[src/design/asfc_pkg.sv]
// Shared types and constants of the audio stream frame checker.
// Holds command, result and error codes plus the FNV-1a step function.
// Depends on nothing; used by audio_stream_frame_checker_unit.
`default_nettype none

package asfc_pkg;

    typedef enum logic [1:0] {
        CMD_START   = 2'd0,
        CMD_PAYLOAD = 2'd1,
        CMD_END     = 2'd2,
        CMD_UNUSED  = 2'd3
    } t_cmd;

    typedef enum logic [1:0] {
        KIND_STARTED = 2'd0,
        KIND_CHUNK   = 2'd1,
        KIND_ENDED   = 2'd2,
        KIND_ERROR   = 2'd3
    } t_kind;

    typedef enum logic [3:0] {
        ERR_NESTED          = 4'd0,
        ERR_TOO_LARGE       = 4'd1,
        ERR_END_NO_START    = 4'd2,
        ERR_SEQ             = 4'd3,
        ERR_END_BYTES       = 4'd4,
        ERR_END_CHUNKS      = 4'd5,
        ERR_PAYLOAD_BYTES   = 4'd6,
        ERR_PAYLOAD_CHUNKS  = 4'd7,
        ERR_NO_STREAM       = 4'd8,
        ERR_BYTES_OVERRUN   = 4'd9,
        ERR_CHUNKS_OVERRUN  = 4'd10
    } t_err;

    localparam logic [31:0] FNV_SEED  = 32'd2166136261;
    localparam logic [31:0] FNV_PRIME = 32'd16777619;

    // One FNV-1a step. The prime is 2^24 + 2^8 + 2^7 + 2^4 + 2^1 + 2^0,
    // so the product modulo 2^32 is a sum of shifted copies.
    function automatic logic [31:0] fnv_step(input logic [31:0] h, input logic [7:0] b);
        logic [31:0] x;
        x = h ^ {24'd0, b};
        return (x << 24) + (x << 8) + (x << 7) + (x << 4) + (x << 1) + x;
    endfunction

endpackage

`default_nettype wire

[src/design/audio_stream_frame_checker_unit.sv]
// Top level of the audio stream frame checker: command decode, stream state,
// FNV-1a checksum and the result register. Depends on asfc_pkg.
`default_nettype none

// Usage
// -----
// The input channel (i_in_valid / o_in_ready) carries one command per request:
// stream start, one payload byte, or stream end, with all fields as separate
// ports. The output channel (o_out_valid / i_out_ready) carries at most one
// result request per command: stream started, chunk done, stream ended or an
// error with its code.
// Each command is decoded and applied to the stream state in the cycle it is
// accepted, so one command is taken every clock cycle while no stalled result
// holds o_in_ready low. The FNV-1a multiply is a fixed sum of shifted copies
// of the checksum, which is the longest path from the state registers back
// to themselves. A result appears in the cycle after its command was accepted.
// The result register parts the two channels: a new command is taken while a
// held result is being delivered in the same cycle. When the receiver stalls
// with a result pending, o_in_ready drops until that result is taken; commands
// never get lost or reordered.
// Synchronous active-low reset closes any open stream, clears all counters and
// the checksum, and empties the result register. Any error also closes the
// stream and clears all of its state.
module audio_stream_frame_checker_unit #(
    parameter int CHUNK_MAX = 1024
) (
    input  wire logic        i_clk,
    input  wire logic        i_rst_n,
    // Command channel.
    input  wire logic        i_in_valid,
    output logic             o_in_ready,
    input  wire logic [1:0]  i_command,
    input  wire logic [31:0] i_seq,
    input  wire logic [7:0]  i_data_byte,
    input  wire logic        i_last_in_chunk,
    input  wire logic [23:0] i_total_bytes,
    input  wire logic [15:0] i_total_chunks,
    input  wire logic [15:0] i_declared_chunk_size,
    input  wire logic        i_has_total_bytes,
    input  wire logic        i_has_total_chunks,
    // Result channel.
    output logic             o_out_valid,
    input  wire logic        i_out_ready,
    output logic [1:0]       o_kind,
    output logic [3:0]       o_error_code,
    output logic [31:0]      o_stream_seq,
    output logic [15:0]      o_chunk_index,
    output logic [10:0]      o_chunk_size,
    output logic [23:0]      o_bytes_received,
    output logic [31:0]      o_checksum,
    output logic             o_final_chunk,
    output logic [23:0]      o_out_total_bytes,
    output logic [15:0]      o_out_total_chunks
);

    // The per-chunk byte counter saturates at CHUNK_MAX + 1.
    localparam int CW = $clog2(CHUNK_MAX + 2);
    localparam logic [CW-1:0] CHUNK_LIMIT = CW'(CHUNK_MAX);

    // Stream state.
    logic          r_stream_active, n_stream_active;
    logic [31:0]   r_active_seq, n_active_seq;
    logic [23:0]   r_expected_bytes, n_expected_bytes;
    logic [15:0]   r_expected_chunks, n_expected_chunks;
    logic [23:0]   r_received_bytes, n_received_bytes;
    logic [15:0]   r_received_chunks, n_received_chunks;
    logic [31:0]   r_running_checksum, n_running_checksum;
    logic [CW-1:0] r_bytes_in_chunk, n_bytes_in_chunk;
    logic [31:0]   r_saved_checksum, n_saved_checksum;

    // Result register.
    logic               r_out_valid;
    asfc_pkg::t_kind    r_kind;
    asfc_pkg::t_err     r_error_code;
    logic [31:0]        r_stream_seq;
    logic [15:0]        r_chunk_index;
    logic [10:0]        r_chunk_size;
    logic [23:0]        r_bytes_received;
    logic [31:0]        r_checksum;
    logic               r_final_chunk;
    logic [23:0]        r_out_total_bytes;
    logic [15:0]        r_out_total_chunks;

    // Result computed for the command at the input.
    logic               res_valid;
    asfc_pkg::t_kind    res_kind;
    asfc_pkg::t_err     res_err;
    logic [31:0]        res_seq;
    logic [15:0]        res_index;
    logic [10:0]        res_size;
    logic [23:0]        res_recv;
    logic [31:0]        res_sum;
    logic               res_final;
    logic [23:0]        res_tb;
    logic [15:0]        res_tc;

    logic               in_fire;
    asfc_pkg::t_cmd     cmd;
    logic [31:0]        sum_next;
    logic [CW-1:0]      bic_inc;
    logic [24:0]        nb;
    logic [16:0]        nc;
    logic               eb_known, ec_known;
    logic               bytes_done, chunks_done;
    logic [23:0]        end_tb;
    logic [15:0]        end_tc;
    logic               go_error;
    asfc_pkg::t_err     err_code;

    assign o_in_ready = !r_out_valid || i_out_ready;
    assign in_fire    = i_in_valid && o_in_ready;
    assign cmd        = asfc_pkg::t_cmd'(i_command);

    // Datapath pieces shared by the decode below.
    assign sum_next    = asfc_pkg::fnv_step(r_running_checksum, i_data_byte);
    assign bic_inc     = (r_bytes_in_chunk <= CHUNK_LIMIT) ? r_bytes_in_chunk + CW'(1)
                                                          : r_bytes_in_chunk;
    assign nb          = {1'b0, r_received_bytes} + 25'(bic_inc);
    assign nc          = {1'b0, r_received_chunks} + 17'd1;
    assign eb_known    = r_expected_bytes != 24'd0;
    assign ec_known    = r_expected_chunks != 16'd0;
    assign bytes_done  = eb_known && (nb >= {1'b0, r_expected_bytes});
    assign chunks_done = ec_known && (nc >= {1'b0, r_expected_chunks});
    assign end_tb      = i_has_total_bytes ? i_total_bytes : r_expected_bytes;
    assign end_tc      = i_has_total_chunks ? i_total_chunks : r_expected_chunks;

    always_comb begin
        n_stream_active    = r_stream_active;
        n_active_seq       = r_active_seq;
        n_expected_bytes   = r_expected_bytes;
        n_expected_chunks  = r_expected_chunks;
        n_received_bytes   = r_received_bytes;
        n_received_chunks  = r_received_chunks;
        n_running_checksum = r_running_checksum;
        n_bytes_in_chunk   = r_bytes_in_chunk;
        n_saved_checksum   = r_saved_checksum;

        res_valid = 1'b0;
        res_kind  = asfc_pkg::KIND_STARTED;
        res_err   = asfc_pkg::ERR_NESTED;
        res_seq   = r_active_seq;
        res_index = 16'd0;
        res_size  = 11'd0;
        res_recv  = 24'd0;
        res_sum   = 32'd0;
        res_final = 1'b0;
        res_tb    = 24'd0;
        res_tc    = 16'd0;

        go_error = 1'b0;
        err_code = asfc_pkg::ERR_NESTED;

        case (cmd)
            asfc_pkg::CMD_START: begin
                if (r_stream_active) begin
                    go_error = 1'b1;
                    err_code = asfc_pkg::ERR_NESTED;
                end else if ({1'b0, i_declared_chunk_size} > 17'(CHUNK_MAX)) begin
                    go_error = 1'b1;
                    err_code = asfc_pkg::ERR_TOO_LARGE;
                end else begin
                    n_stream_active    = 1'b1;
                    n_active_seq       = i_seq;
                    n_expected_bytes   = i_total_bytes;
                    n_expected_chunks  = i_total_chunks;
                    n_received_bytes   = 24'd0;
                    n_received_chunks  = 16'd0;
                    n_running_checksum = asfc_pkg::FNV_SEED;
                    n_saved_checksum   = asfc_pkg::FNV_SEED;
                    n_bytes_in_chunk   = '0;
                    res_valid = 1'b1;
                    res_kind  = asfc_pkg::KIND_STARTED;
                    res_seq   = i_seq;
                    res_sum   = asfc_pkg::FNV_SEED;
                    res_tb    = i_total_bytes;
                    res_tc    = i_total_chunks;
                end
            end
            asfc_pkg::CMD_PAYLOAD: begin
                if (!r_stream_active) begin
                    // A stray byte is dropped; only a chunk end is reported.
                    go_error = i_last_in_chunk;
                    err_code = asfc_pkg::ERR_NO_STREAM;
                end else if (!i_last_in_chunk) begin
                    n_running_checksum = sum_next;
                    n_bytes_in_chunk   = bic_inc;
                end else if (bic_inc > CHUNK_LIMIT) begin
                    go_error = 1'b1;
                    err_code = asfc_pkg::ERR_TOO_LARGE;
                end else if (nb[24] || (eb_known && nb[23:0] > r_expected_bytes)) begin
                    go_error = 1'b1;
                    err_code = asfc_pkg::ERR_BYTES_OVERRUN;
                end else if (nc[16] || (ec_known && nc[15:0] > r_expected_chunks)) begin
                    go_error = 1'b1;
                    err_code = asfc_pkg::ERR_CHUNKS_OVERRUN;
                end else begin
                    n_running_checksum = sum_next;
                    n_saved_checksum   = sum_next;
                    n_received_bytes   = nb[23:0];
                    n_received_chunks  = nc[15:0];
                    n_bytes_in_chunk   = '0;
                    res_valid = 1'b1;
                    res_kind  = asfc_pkg::KIND_CHUNK;
                    res_index = nc[15:0];
                    res_size  = 11'(bic_inc);
                    res_recv  = nb[23:0];
                    res_sum   = sum_next;
                    // With both totals known the chunk is final only when
                    // both are reached; otherwise either one suffices.
                    res_final = (eb_known && ec_known) ? (bytes_done && chunks_done)
                                                       : (bytes_done || chunks_done);
                    res_tb    = r_expected_bytes;
                    res_tc    = r_expected_chunks;
                end
            end
            asfc_pkg::CMD_END: begin
                if (!r_stream_active) begin
                    go_error = 1'b1;
                    err_code = asfc_pkg::ERR_END_NO_START;
                end else if (r_active_seq != 32'd0 && i_seq != 32'd0
                             && r_active_seq != i_seq) begin
                    go_error = 1'b1;
                    err_code = asfc_pkg::ERR_SEQ;
                end else if (i_has_total_bytes && eb_known
                             && i_total_bytes != r_expected_bytes) begin
                    go_error = 1'b1;
                    err_code = asfc_pkg::ERR_END_BYTES;
                end else if (i_has_total_chunks && ec_known
                             && i_total_chunks != r_expected_chunks) begin
                    go_error = 1'b1;
                    err_code = asfc_pkg::ERR_END_CHUNKS;
                end else if (eb_known && r_received_bytes != r_expected_bytes) begin
                    go_error = 1'b1;
                    err_code = asfc_pkg::ERR_PAYLOAD_BYTES;
                end else if (ec_known && r_received_chunks != r_expected_chunks) begin
                    go_error = 1'b1;
                    err_code = asfc_pkg::ERR_PAYLOAD_CHUNKS;
                end else begin
                    // Bytes of an unfinished chunk are dropped here.
                    n_stream_active    = 1'b0;
                    n_active_seq       = 32'd0;
                    n_expected_bytes   = 24'd0;
                    n_expected_chunks  = 16'd0;
                    n_received_bytes   = 24'd0;
                    n_received_chunks  = 16'd0;
                    n_running_checksum = 32'd0;
                    n_bytes_in_chunk   = '0;
                    n_saved_checksum   = 32'd0;
                    res_valid = 1'b1;
                    res_kind  = asfc_pkg::KIND_ENDED;
                    res_recv  = r_received_bytes;
                    res_sum   = r_saved_checksum;
                    res_tb    = end_tb;
                    res_tc    = end_tc;
                end
            end
            default: begin
                // Unused command code: no effect.
            end
        endcase

        // Every error reports the open sequence number and clears the stream.
        if (go_error) begin
            n_stream_active    = 1'b0;
            n_active_seq       = 32'd0;
            n_expected_bytes   = 24'd0;
            n_expected_chunks  = 16'd0;
            n_received_bytes   = 24'd0;
            n_received_chunks  = 16'd0;
            n_running_checksum = 32'd0;
            n_bytes_in_chunk   = '0;
            n_saved_checksum   = 32'd0;
            res_valid = 1'b1;
            res_kind  = asfc_pkg::KIND_ERROR;
            res_err   = err_code;
            res_seq   = r_active_seq;
            res_index = 16'd0;
            res_size  = 11'd0;
            res_recv  = 24'd0;
            res_sum   = 32'd0;
            res_final = 1'b0;
            res_tb    = 24'd0;
            res_tc    = 16'd0;
        end
    end

    // Stream state registers.
    always_ff @(posedge i_clk) begin
        if (!i_rst_n) begin
            r_stream_active    <= 1'b0;
            r_active_seq       <= 32'd0;
            r_expected_bytes   <= 24'd0;
            r_expected_chunks  <= 16'd0;
            r_received_bytes   <= 24'd0;
            r_received_chunks  <= 16'd0;
            r_running_checksum <= 32'd0;
            r_bytes_in_chunk   <= '0;
            r_saved_checksum   <= 32'd0;
        end else if (in_fire) begin
            r_stream_active    <= n_stream_active;
            r_active_seq       <= n_active_seq;
            r_expected_bytes   <= n_expected_bytes;
            r_expected_chunks  <= n_expected_chunks;
            r_received_bytes   <= n_received_bytes;
            r_received_chunks  <= n_received_chunks;
            r_running_checksum <= n_running_checksum;
            r_bytes_in_chunk   <= n_bytes_in_chunk;
            r_saved_checksum   <= n_saved_checksum;
        end
    end

    // Result register valid flag.
    always_ff @(posedge i_clk) begin
        if (!i_rst_n) begin
            r_out_valid <= 1'b0;
        end else if (in_fire && res_valid) begin
            r_out_valid <= 1'b1;
        end else if (i_out_ready) begin
            r_out_valid <= 1'b0;
        end
    end

    // Result register payload.
    always_ff @(posedge i_clk) begin
        if (in_fire && res_valid) begin
            r_kind             <= res_kind;
            r_error_code       <= (res_kind == asfc_pkg::KIND_ERROR) ? res_err
                                                                     : asfc_pkg::ERR_NESTED;
            r_stream_seq       <= res_seq;
            r_chunk_index      <= res_index;
            r_chunk_size       <= res_size;
            r_bytes_received   <= res_recv;
            r_checksum         <= res_sum;
            r_final_chunk      <= res_final;
            r_out_total_bytes  <= res_tb;
            r_out_total_chunks <= res_tc;
        end
    end

    assign o_out_valid        = r_out_valid;
    assign o_kind             = r_kind;
    assign o_error_code       = r_error_code;
    assign o_stream_seq       = r_stream_seq;
    assign o_chunk_index      = r_chunk_index;
    assign o_chunk_size       = r_chunk_size;
    assign o_bytes_received   = r_bytes_received;
    assign o_checksum         = r_checksum;
    assign o_final_chunk      = r_final_chunk;
    assign o_out_total_bytes  = r_out_total_bytes;
    assign o_out_total_chunks = r_out_total_chunks;

    // A closed stream always holds cleared counters and checksum.
    a_closed_is_clear: assert property (@(posedge i_clk) disable iff (!i_rst_n)
        !r_stream_active |-> (r_active_seq == 32'd0 && r_received_bytes == 24'd0
                              && r_received_chunks == 16'd0 && r_running_checksum == 32'd0))
        else $error("closed stream holds stale state");

    // The per-chunk counter never passes its saturation point.
    a_chunk_count_sat: assert property (@(posedge i_clk) disable iff (!i_rst_n)
        r_bytes_in_chunk <= CW'(CHUNK_MAX + 1))
        else $error("chunk byte counter past saturation");

    // Committed chunks never exceed a known declared total.
    a_chunks_bounded: assert property (@(posedge i_clk) disable iff (!i_rst_n)
        (r_stream_active && r_expected_chunks != 16'd0)
            |-> r_received_chunks <= r_expected_chunks)
        else $error("committed chunks exceed declared total");

    // A stalled result blocks new commands so it cannot be overwritten.
    a_no_overwrite: assert property (@(posedge i_clk) disable iff (!i_rst_n)
        (r_out_valid && !i_out_ready) |-> !o_in_ready)
        else $error("command accepted over a stalled result");

    // Only error results carry a nonzero error code.
    a_err_code_kind: assert property (@(posedge i_clk) disable iff (!i_rst_n)
        (r_out_valid && r_kind != asfc_pkg::KIND_ERROR) |-> r_error_code == asfc_pkg::ERR_NESTED)
        else $error("error code on a non-error result");

endmodule

`default_nettype wire

[config.mk]
export PLATFORM = sky130hd
export DESIGN_NAME = audio_stream_frame_checker_unit
export DESIGN_NICKNAME = d
export VERILOG_FILES = /design/src/design/asfc_pkg.sv /design/src/design/audio_stream_frame_checker_unit.sv
export SDC_FILE = /design/constraint.sdc
export NUM_CORES = 1
export LEC_CHECK = 0
export BUFFER_PORTS_ARGS = -buffer_cell sky130_fd_sc_hd__buf_2
export CAP_MARGIN = 0
export CORE_MARGIN = 10
export CORE_UTILIZATION = 50
export CTS_BUF_LIST = sky130_fd_sc_hd__clkbuf_4
export DETAILED_ROUTE_END_ITERATION = 10
export PLACE_DENSITY = 0.85
export SLEW_MARGIN = 10
export SYNTH_ARGS = -nofsm -noshare
export SYNTH_HDL_FRONTEND = slang
export SYNTH_SLANG_ARGS = --single-unit
[constraint.sdc]
create_clock -name i_clk -period 15.3 [get_ports i_clk]
set_input_delay 1.53 -clock i_clk [delete_from_list [all_inputs] [get_ports i_clk]]
set_output_delay 1.53 -clock i_clk [all_outputs]
set_load 0.005 [all_outputs]
==> reports/results.ini <==
[outcome]
status=finished clean

[critical_path]
cp_data_required_time_ns=16.02
crit_buf_inv=4
critPathSlowestCell=nand3_2
crit_arrival_ns=8.81
critPathTopFamily=compound AO/OA/AOI/OAI gates
r2r_slack_ns=7.21
critPathLaunchType=flop
critPathMostFrequentCell=ha_1
crit_path_end_kind=flop
critical_path_class=reg2reg
timing.critical_path.fanout_max=41
cpPeakStageDelay_ns=0.67

[sta]
setup_ws_ns=7.21
rsz0062_at_grt=false
relSlewSlack_pct=20.1
setup_viol=0
final.setup.tns_ns=0
min_period_ns=8.09
hold_ws_ns=0.457
max_freq_mhz=124
worst_pin_slew_ns=1.20
fin_skew_ns=0.0904
hold_viol_final=0
final_max_slew_viol_count=0
period_share_pct=52.9

[cts]
postCtsSetupBuffers=0
cts_made_buffers=87
cts_tree=built
cts_sinks=351
hold_buffers=0
worstSkewPairLatency_ns=0.84
ctsResizeCount=0
cts.clk_slew.worst_paths_ns=0.07
cts-root-buf=clkbuf_4
ctsLongestPathBuffers=3
htreeDepth=3

[power]
power_switching_mw=0.865
powerDensity_mw_per_mm2=109
internal-power_mw=1.78
clkPwrFrac_pct=34.2
vdd_drop_max_v=0.0000498
pwr-share-comb_pct=26.6
p_total_mw=2.64
p_leak_nw=10.1
pwr-share-seq_pct=39.2
switching_share_pct=32.8

[global_route]
overflow=0
grt_pass1_wl_mm=97.1
grt_usage_pct=23.7
grt_max_degree=88
antenna_found_initial=3
grt_pass1_vias=17800

[yosys]
ys_top_cells_by_area=edfxtp_1, dfxtp_1, fa_1, ha_1, xnor2_1
synth_nets=2416
syn_avg_cell_area_um2=10.1
syn_inst=2113
synth_edf_count=162
synth_cell_type_count=81
async_flop_share_pct=0
synth_commonest_cells=nor2_1, dfxtp_1, edfxtp_1, a21oi_1, xnor2_1
yosysMostFrequentCell=nor2_1
yosysTopAreaCell=edfxtp_1
synth_top_area_share_pct=22.7
seq_area_frac_synth_pct=40.4
syn-cell-area_mm2=0.0214
synth_seq_cells=351
ys.flop_type=dfxtp_1
yosysWarnings=0

[drt]
first_pass_iters=6
wirelength_mm=62.9
drtIter0Drc=1956
vias=17900
drtAntennaViolNets=0
post_drt_wl_per_cell_um=21.3
viasPerCell=6.07
drc=0

[placement]
portBuffers=268
place_area_mm2=0.0229
dp_hpwl_mm=46.1
dp_slack_ns=7.44
routabilityCongestion=1.01
place_inst=2789

[die]
start_util_pct=50.8
die_w_um=227
coreArea_mm2=0.0421
core.rowCount=75
die-area_mm2=0.0515
die_y_um=227
ios=269

[layout]
final_nets=2643
drive_above_1_share_pct=20.6
finish.utilization_pct=57.5
fillers=3475
finalNonFillerCells=2955
syn2layout_area_growth_pct=13.3
fin_area_mm2=0.0242

[hold_path]
hp-class=reg2reg

[run]
drv_cap=0

[registers in the layout, summed over array words and instances, names as in the netlist, 32 cells and up]
signal and flops:
o_checksum 32, o_stream_seq 32, r_active_seq 32, r_running_checksum 32
r_saved_checksum 32
[power groups by stage]
stage	sequential, mW	combinational, mW	clock (mW)
floorplan	1.06	0.496	0
global placement	1.05	0.660	0
detailed placement	1.06	0.685	0
CTS	1.04	0.689	0.915
global route	1.04	0.773	0.962
finish	1.04	0.701	0.904
[layout by cell type, fill, tap and decap left out, drive strengths merged, types with 7 or more instances in the layout]
cell type  Yosys  layout
buf           52     287
nor2         204     204
dfxtp        189     189
edfxtp       162     162
a21oi        128     128
clkbuf        97     125
xnor2        123     123
inv          117     118
ha           116     116
a22o         105     105
nand2         94      94
fa            82      82
xor2          73      73
a22oi         68      68
nand3         49      49
o21ai         44      44
nor4          43      43
nand4         41      41
nor3          35      35
mux2          34      34
clkinv         0      29
nor2b         28      28
a21o          28      28
mux2i         15      15
a211oi        15      15
and3          12      12
a31oi         12      12
nand2b        11      11
o2bb2ai        9       9
nand3b         8       8
o21a           8       8
or4            7       7
bufinv         0       7
o41ai          7       7
[logic make-up (layout without fill, tap and decap cells)]
group           count (synthesis)  count (layout)  synth area share (%)
compound gates                486             486                  16.2
xor+xnor                      196             196                  8.02
fa+ha+maj                     198             198                  14.5
buf+inv                       266             566                  5.17
flops                         351             351                  40.4
mux                            49              49                  2.49
other cells                     0               3                     0
simple gates                  567             567                  13.2
[final timing paths]
check,startpoint,endpoint,depth (start not counted)
max,r_bytes_in_chunk[0],r_expected_chunks[6],27
min,r_saved_checksum[0],r_saved_checksum[0],2
max reg2reg,r_bytes_in_chunk[0],r_expected_chunks[6],27
min reg2reg,r_saved_checksum[0],r_saved_checksum[0],2
[cell type report]
cell class | instances | area [µm²] | area share, %
antenna | 3 | 7.51 | 0.0310
clock buffer | 125 | 938 | 3.87
clock inverter | 37 | 339 | 1.40
inverter | 117 | 439 | 1.81
multi-input combinational | 1496 | 11700 | 48.3
sequential | 351 | 8650 | 35.7
tap | 539 | 674 | 2.78
timing repair buffer | 287 | 1490 | 6.15
[tightest hold or removal path, delay by kind of cell (launching register included)]
kind               cells  cell delay [ns]
DFF                    1             0.31
AOI/OAI and AO/OA      1             0.05
and+or+nand+nor        1             0.05
[layer usage]
layer	up-vias	wire length (µm)	GRT usage (%)	share of wire [%]
li1	8131	-	-	-
met1	8660	24700	29.5	39
met2	971	29700	38.4	47
met3	184	5810	5.14	9.2
met4	2	2700	12.0	4.3
met5	-	13	0	0.021
Power figures use the tool's default switching activity.
